$ cat src/hdl/mbet_pkg.sv
`default_nettype none

package mbet_pkg;

	// reset value of the round limit register
	localparam logic [7:0] MAX_ITER_RESET = 8'd100;

	// request from the point sequencer to the shared multiplier
	typedef struct packed {
		logic start;  // latch operands and begin a product
		logic dbl;    // shift by one less fraction bit, giving twice the product
	} mul_req_t;

	// shared multiplier sequence
	typedef enum logic [1:0] {
		MS_IDLE,
		MS_LO,
		MS_HI,
		MS_RND
	} mul_state_t;

	// point sequencer
	typedef enum logic [3:0] {
		ST_IDLE,
		ST_COORD,
		ST_CSUM,
		ST_CHECK,
		ST_SQR_RE,
		ST_SQR_IM,
		ST_TEST,
		ST_CROSS,
		ST_OUT
	} state_t;

endpackage

`default_nettype wire

$ cat src/hdl/mandelbrot_escape_time_unit.sv
`default_nettype none

// Mandelbrot escape-time unit. Each input beat carries one point as two byte
// codes, mapped to c = -2 + 4*code/255 in signed fixed point with
// FRACTION_BITS fraction bits. The unit iterates z = z*z + c from z = 0 for
// up to max_iterations rounds (register written through cfg_wr_en and
// cfg_wr_data, reset value 100) and returns on one output beat the round
// index at which |z|^2 first exceeded 4, or 0 if it never did. One point is
// handled at a time and in_stall stays high until its result is taken. The
// three products of a round go through a single shared multiplier, which
// forms each product from two partial products, one for each half of an
// operand, followed by a rounding step and a handoff.
module mandelbrot_escape_time_unit #(
	parameter int FRACTION_BITS = 28
) (
	input  wire         clk,
	input  wire         arst_n,
	input  wire         cfg_wr_en,
	input  wire  [7:0]  cfg_wr_data,
	input  wire         in_valid,
	output logic        in_stall,
	input  wire  [7:0]  real_code,
	input  wire  [7:0]  imag_code,
	output logic        out_valid,
	input  wire         out_stall,
	output logic [7:0]  escape_count
);

	localparam int W     = FRACTION_BITS + 4;
	localparam int RW    = FRACTION_BITS + 8;
	localparam int CODE_SH = (FRACTION_BITS + 2) % 8;
	localparam logic [W-1:0] COORD_Q =
		W'((64'd1 << (FRACTION_BITS + 2)) / 64'd255);
	localparam logic signed [W-1:0] COORD_OFS = W'(64'd1 << (FRACTION_BITS + 1));
	localparam logic signed [RW:0] ESC_LIMIT = (RW+1)'(64'd4 << FRACTION_BITS);

	// exact floor(t/255) for 16-bit t: reciprocal estimate plus one correction
	function automatic logic [7:0] div255(input logic [15:0] t);
		logic [23:0] est;
		logic [7:0]  q0;
		logic [15:0] rem;
		est = {8'd0, t} + {t, 8'd0};
		q0  = est[23:16];
		rem = t - 16'({q0, 8'd0} - {8'd0, q0});
		return q0 + 8'(rem >= 16'd255);
	endfunction

	mbet_pkg::state_t   state_q, state_d;
	mbet_pkg::mul_req_t mul_req;

	logic [7:0]             max_iter_q;
	logic [7:0]             real_code_q, imag_code_q;
	logic [W-1:0]           part_r_q, part_i_q;
	logic [7:0]             frac_r_q, frac_i_q;
	logic signed [W-1:0]    cr_q, ci_q, zr_q, zi_q;
	logic signed [RW-1:0]   zr2_q, zi2_q;
	logic [7:0]             iter_q, escape_q;
	logic signed [W-1:0]    mul_a, mul_b;
	logic                   mul_done;
	logic signed [RW-1:0]   mul_res;
	logic signed [RW:0]     mag_sum;
	logic                   escaped;

	// round limit register
	always_ff @(posedge clk or negedge arst_n) begin
		if (!arst_n) begin
			max_iter_q <= mbet_pkg::MAX_ITER_RESET;
		end else if (cfg_wr_en) begin
			max_iter_q <= cfg_wr_data;
		end
	end

	// shared multiplier
	mbet_mul #(
		.FRACTION_BITS(FRACTION_BITS)
	) u_mul (
		.clk     (clk),
		.arst_n  (arst_n),
		.req     (mul_req),
		.a       (mul_a),
		.b       (mul_b),
		.done    (mul_done),
		.product (mul_res)
	);

	// escape test on the two squares
	assign mag_sum = (RW+1)'(zr2_q) + (RW+1)'(zi2_q);
	assign escaped = mag_sum > ESC_LIMIT;

	// handshake
	assign in_stall     = (state_q != mbet_pkg::ST_IDLE);
	assign out_valid    = (state_q == mbet_pkg::ST_OUT);
	assign escape_count = escape_q;

	// sequencer state
	always_ff @(posedge clk or negedge arst_n) begin
		if (!arst_n) begin
			state_q <= mbet_pkg::ST_IDLE;
		end else begin
			state_q <= state_d;
		end
	end

	// next state and multiplier requests
	always_comb begin
		state_d = state_q;
		mul_req = '0;
		mul_a   = zr_q;
		mul_b   = zr_q;
		case (state_q)
			mbet_pkg::ST_IDLE: begin
				if (in_valid) state_d = mbet_pkg::ST_COORD;
			end
			mbet_pkg::ST_COORD: state_d = mbet_pkg::ST_CSUM;
			mbet_pkg::ST_CSUM:  state_d = mbet_pkg::ST_CHECK;
			mbet_pkg::ST_CHECK: begin
				if (iter_q == max_iter_q) begin
					state_d = mbet_pkg::ST_OUT;
				end else begin
					mul_req.start = 1'b1;
					state_d = mbet_pkg::ST_SQR_RE;
				end
			end
			mbet_pkg::ST_SQR_RE: begin
				mul_a = zi_q;
				mul_b = zi_q;
				if (mul_done) begin
					mul_req.start = 1'b1;
					state_d = mbet_pkg::ST_SQR_IM;
				end
			end
			mbet_pkg::ST_SQR_IM: begin
				if (mul_done) state_d = mbet_pkg::ST_TEST;
			end
			mbet_pkg::ST_TEST: begin
				mul_b = zi_q;
				if (escaped) begin
					state_d = mbet_pkg::ST_OUT;
				end else begin
					mul_req.start = 1'b1;
					mul_req.dbl   = 1'b1;
					state_d = mbet_pkg::ST_CROSS;
				end
			end
			mbet_pkg::ST_CROSS: begin
				if (mul_done) state_d = mbet_pkg::ST_CHECK;
			end
			mbet_pkg::ST_OUT: begin
				if (!out_stall) state_d = mbet_pkg::ST_IDLE;
			end
			default: state_d = mbet_pkg::ST_IDLE;
		endcase
	end

	// point datapath
	always_ff @(posedge clk) begin
		case (state_q)
			mbet_pkg::ST_IDLE: begin
				if (in_valid) begin
					real_code_q <= real_code;
					imag_code_q <= imag_code;
					iter_q      <= '0;
					escape_q    <= '0;
					zr_q        <= '0;
					zi_q        <= '0;
				end
			end
			// code*2^(F+2)/255 split into code*quotient plus a small remainder term
			mbet_pkg::ST_COORD: begin
				part_r_q <= W'(real_code_q * COORD_Q);
				part_i_q <= W'(imag_code_q * COORD_Q);
				frac_r_q <= div255(16'(({8'd0, real_code_q} << CODE_SH) + 16'd127));
				frac_i_q <= div255(16'(({8'd0, imag_code_q} << CODE_SH) + 16'd127));
			end
			mbet_pkg::ST_CSUM: begin
				cr_q <= $signed(part_r_q + W'(frac_r_q)) - COORD_OFS;
				ci_q <= $signed(part_i_q + W'(frac_i_q)) - COORD_OFS;
			end
			mbet_pkg::ST_SQR_RE: begin
				if (mul_done) zr2_q <= mul_res;
			end
			mbet_pkg::ST_SQR_IM: begin
				if (mul_done) zi2_q <= mul_res;
			end
			mbet_pkg::ST_TEST: begin
				if (escaped) escape_q <= iter_q;
			end
			// z update once the cross product is back
			mbet_pkg::ST_CROSS: begin
				if (mul_done) begin
					zi_q   <= W'(mul_res + RW'(ci_q));
					zr_q   <= W'(zr2_q - zi2_q + RW'(cr_q));
					iter_q <= iter_q + 8'd1;
				end
			end
			default: begin
			end
		endcase
	end

endmodule

`default_nettype wire

$ cat src/hdl/mbet_mul.sv
`default_nettype none

module mbet_mul #(
	parameter int FRACTION_BITS = 28
) (
	input  wire                                clk,
	input  wire                                arst_n,
	input  wire mbet_pkg::mul_req_t            req,
	input  wire signed [FRACTION_BITS+3:0]     a,
	input  wire signed [FRACTION_BITS+3:0]     b,
	output logic                               done,
	output logic signed [FRACTION_BITS+7:0]    product
);

	localparam int W  = FRACTION_BITS + 4;
	localparam int RW = FRACTION_BITS + 8;
	localparam int PW = 2 * W;
	localparam int LW = (W + 1) / 2;
	localparam int HW = W - LW;

	mbet_pkg::mul_state_t state_q, state_d;

	logic [W-1:0]       a_mag_q, b_mag_q;
	logic               neg_q, dbl_q;
	logic [PW-1:0]      acc_q;
	logic [W-1:0]       a_abs, b_abs;
	logic [W+LW-1:0]    pp_lo;
	logic [W+HW-1:0]    pp_hi;
	logic [PW-1:0]      sh_f, sh_d;
	logic [RW-1:0]      q_mag, q_rnd;
	logic               rem_nz;

	// operand magnitudes
	assign a_abs = a[W-1] ? W'(-a) : W'(a);
	assign b_abs = b[W-1] ? W'(-b) : W'(b);

	// partial products of the full magnitude with each half of the other
	assign pp_lo = a_mag_q * b_mag_q[LW-1:0];
	assign pp_hi = a_mag_q * b_mag_q[W-1:LW];

	// floor rounding of the signed product after the right shift
	assign sh_f   = acc_q >> FRACTION_BITS;
	assign sh_d   = acc_q >> (FRACTION_BITS - 1);
	assign q_mag  = dbl_q ? sh_d[RW-1:0] : sh_f[RW-1:0];
	assign rem_nz = dbl_q ? (|acc_q[FRACTION_BITS-2:0]) : (|acc_q[FRACTION_BITS-1:0]);
	assign q_rnd  = q_mag + RW'(neg_q & rem_nz);

	// sequence state
	always_ff @(posedge clk or negedge arst_n) begin
		if (!arst_n) begin
			state_q <= mbet_pkg::MS_IDLE;
			done    <= 1'b0;
		end else begin
			state_q <= state_d;
			done    <= (state_q == mbet_pkg::MS_RND);
		end
	end

	// next state
	always_comb begin
		state_d = state_q;
		case (state_q)
			mbet_pkg::MS_IDLE: begin
				if (req.start) state_d = mbet_pkg::MS_LO;
			end
			mbet_pkg::MS_LO:  state_d = mbet_pkg::MS_HI;
			mbet_pkg::MS_HI:  state_d = mbet_pkg::MS_RND;
			mbet_pkg::MS_RND: state_d = mbet_pkg::MS_IDLE;
			default:          state_d = mbet_pkg::MS_IDLE;
		endcase
	end

	// datapath
	always_ff @(posedge clk) begin
		case (state_q)
			mbet_pkg::MS_IDLE: begin
				if (req.start) begin
					a_mag_q <= a_abs;
					b_mag_q <= b_abs;
					neg_q   <= a[W-1] ^ b[W-1];
					dbl_q   <= req.dbl;
				end
			end
			mbet_pkg::MS_LO: begin
				acc_q <= PW'(pp_lo);
			end
			mbet_pkg::MS_HI: begin
				acc_q <= acc_q + (PW'(pp_hi) << LW);
			end
			mbet_pkg::MS_RND: begin
				product <= neg_q ? $signed(-q_rnd) : $signed(q_rnd);
			end
			default: begin
			end
		endcase
	end

endmodule

`default_nettype wire
$ cat config.mk
export PLATFORM = sky130hd
export DESIGN_NAME = mandelbrot_escape_time_unit
export DESIGN_NICKNAME = d
export VERILOG_FILES = /design/src/hdl/mbet_pkg.sv /design/src/hdl/mandelbrot_escape_time_unit.sv /design/src/hdl/mbet_mul.sv
export SDC_FILE = /design/constraint.sdc
export NUM_CORES = 2
export LEC_CHECK = 0
export ABC_AREA = 1
export BUFFER_PORTS_ARGS = -buffer_cell sky130_fd_sc_hd__buf_2
export CAP_MARGIN = 20
export CORE_MARGIN = 4
export CORE_UTILIZATION = 60
export DETAILED_ROUTE_END_ITERATION = 16
export GPL_ROUTABILITY_DRIVEN = 0
export GPL_TIMING_DRIVEN = 0
export PLACE_DENSITY = 0.76
export SLEW_MARGIN = 40
export SYNTH_ARGS = -nofsm -noshare
export SYNTH_HDL_FRONTEND = slang
export SYNTH_SLANG_ARGS = --single-unit
$ cat constraint.sdc
create_clock -name clk -period 10 [get_ports clk]
set_input_delay 0.5 -clock clk [delete_from_list [all_inputs] [get_ports clk]]
set_output_delay 0.5 -clock clk [all_outputs]
set_load 0.01 [all_outputs]
==> results.toml <==
[timing]
final_hold_viol_count = 0
max_slew.worst_pin.slew_ns = 1.01
hold_ws_ns = 0.0525
drv_slew = 0
relSlewSlack_pct = 32.4
fmax_ghz = 0.101
period_share_pct = 98.9
setup_viol = 0
fin_skew_ns = 0.0329
grt_setup_unrepaired = "no"
setup_ws_ns = 0.111
fin_crit_ns = 9.89

[outcome]
status = "complete, no violations"

[placed_design]
io_buffers = 38
hpwl_mm = 178
pre_cts_slack_ns = 0.258
placed_area_mm2 = 0.0676

[synth]
syn-cell-area_mm2 = 0.0652
yosysSeqAreaShare_pct = 19.9
yosysMostFrequentCell = "nand2_1"
synth-seq-cells = 435
yosysTopAreaCell = "fa_1"
async_flop_share_pct = 3.45
synthTopCellsByCount = "2164 x nand2_1, 1974 x inv_1, 876 x fa_1, 522 x nor2_1, 486 x ha_1"
syn-instance-count = 8369
synth_top_area_share_pct = 26.9
synth.avg_cell_area_um2 = 7.79
synth-main-ff-cell = "edfxtp_1"
synth_cell_type_count = 64
synth_edf_count = 420
synth_area_leaders = "fa_1 27%, edfxtp_1 19%, nand2_1 12%"
yosys_warnings = 0

[grt]
grt_pass1_vias = 56292
grt_usage_pct = 37.4
grt_pass1_wl_mm = 323
grt_max_degree = 28
grt_overflow = 0
antenna_found_initial = 4

[die]
ios = 39
rows = 120
initial_core_util_pct = 60.7
die_y_um = 338
core_mm2 = 0.108
design.die.area_mm2 = 0.114
chipWidth_um = 338

[setup_path]
reg2reg_to = "u_mul.acc_q[63]$_SDFFCE_PN0P_"
rrSetupSlack_ns = 0.11
critPathMaxStageDelay_ns = 0.73
endpoint_kind = "flip-flop"
reg2reg_depth = 36
rr_startpoint = "u_mul.a_mag_q[3]$_DFFE_PP_"
required_ns = 10.34
crit_type = "flip-flop to flip-flop"
cp_slowest_cell = "clkbuf_1"
critPathArrivalTime_ns = 10.23
cp-start-kind = "flip-flop"
crit_fanout = 10

[route]
drtAntennaViolNets = 0
dr.pass1.iters = 9
postRouteWirelength_mm = 210
initialDrtViolationCount = 7523
vias = 57410
post-route-drc-count = 0
avgRoutedWirePerCell_um = 21.1
via_per_inst = 5.78

[clocking]
clockBufferDepth = 3
clockRootBuffer = "clkbuf_16"
cts_inserted_buffers = 48
cts.sinks = 435
htreeDepth = 2
insertion_delay_ns = 0.63
post_cts_buffers = 0
cts.clk_slew.worst_paths_ns = 0.06
tritoncts = "done"

[worst_hold_path]
min_path_type = "primary input to flip-flop"
whs_path_depth = 1
hold_start = "real_code[5]"
worstHoldEndpoint = "real_code_q[5]$_DFFE_PP_"

[final_layout]
stdcell_area_mm2 = 0.0692
nNetsFinal = 9872
drive_above_1_share_pct = 3.36
syn_to_final_growth_pct = 6.18

[job]
cap_violations = 0
## how the worst max path moves through the flow
stage / start / endpoint / slack, ns / cells after the start
floorplan: state_q[1]$_DFFE_PN0P_ / u_mul.a_mag_q[0]$_DFFE_PP_ / 1.86 / 7
global placement: state_q[1]$_DFFE_PN0P_ / u_mul.b_mag_q[20]$_DFFE_PP_ / -2.27 / 7
detailed placement: u_mul.a_mag_q[10]$_DFFE_PP_ / u_mul.acc_q[63]$_SDFFCE_PN0P_ / 0.26 / 34
CTS: u_mul.a_mag_q[10]$_DFFE_PP_ / u_mul.acc_q[63]$_SDFFCE_PN0P_ / 0.17 / 34
global route: u_mul.a_mag_q[9]$_DFFE_PP_ / u_mul.acc_q[63]$_SDFFCE_PN0P_ / 0.0006 / 34
finish: u_mul.a_mag_q[3]$_DFFE_PP_ / u_mul.acc_q[63]$_SDFFCE_PN0P_ / 0.11 / 36
## layout by cell type (no fill, tap or decap), types with 68 or more instances in the layout
master,n
nand2_1,2164
clkbuf_1,204
xor2_1,174
o21ai_0,338
nand3_1,173
ha_1,483
nor2_1,517
a21oi_1,398
fa_1,876
inv_1,1974
xnor2_1,68
edfxtp_1,420
## per-layer routing
layer  global-route usage (%)  vias up  wire length (µm)
li1                         -    25785                 -
met1                     48.5    27179             76700
met2                     54.9     3710             86600
met3                     13.7      734             31700
met4                     19.7        2             14500
met5                    0.383        -                57
## stage by stage
stage / setup TNS (ns) / cells / util (%)
after global routing: 0 / 9919 / 64.4
after floorplan: 0 / 8370 / -
after global placement: -149.48 / 9811 / 62.5
after CTS: 0 / 9919 / 64.4
final: 0 / 9924 / 64.4
after detailed placement: 0 / 9833 / 62.9
## final cells by class
class / instances / area (µm²)
Multi-Input combinational cell: 5708 / 43900
Fill cell: 9241 / 38300
Sequential cell: 435 / 13000
Inverter: 1985 / 7450
Tap cell: 1403 / 1760
Clock buffer: 57 / 1260
Buffer: 242 / 1010
Timing Repair Buffer: 61 / 553
Clock inverter: 28 / 317
Antenna cell: 5 / 12.5
## flip-flops by register name, indices dropped and copies added, names as in the netlist, 27 cells and up
name,flops
ci_q,27
u_mul.acc_q,64
zi_q,32
u_mul.b_mag_q,32
u_mul.product,36
zr2_q,36
zi2_q,36
zr_q,32
u_mul.a_mag_q,32
cr_q,27
## logic make-up (layout without fill, tap and decap cells)
kind of cell	Yosys count	after routing	synth area share, %
multiplexers	3	3	0.0461
AND/OR/NAND/NOR	3110	3110	19.2
other	1	7	0.00575
flip-flops	435	435	19.9
adder cells (fa/ha/maj)	1362	1362	36.2
AO/OA/AOI/OAI	981	981	8.28
XOR/XNOR	250	250	3.43
buffers and inverters	2227	2373	12.9
## worst max-delay path: cells and delay by family (launching register included)
| family | cells | cell delay [ns] |
|---|---|---|
| simple gates | 11 | 1.53 |
| flops | 1 | 0.60 |
| compound gates | 7 | 1.84 |
| xor+xnor | 3 | 0.84 |
| buf+inv | 7 | 1.17 |
| fa+ha+maj | 8 | 3.63 |
## timing repair
| item | 4_1_cts | 5_1_grt |
|---|---|---|
| hold endpoints to repair | 12 | 0 |
| setup endpoints to repair | 0 | 2 |
| resized for setup | 0 | 22 |
| hold buffers | 1 | 0 |
Power is not shown: default switching activity piles up to over one toggle a cycle in this logic, so the estimate is an artifact.
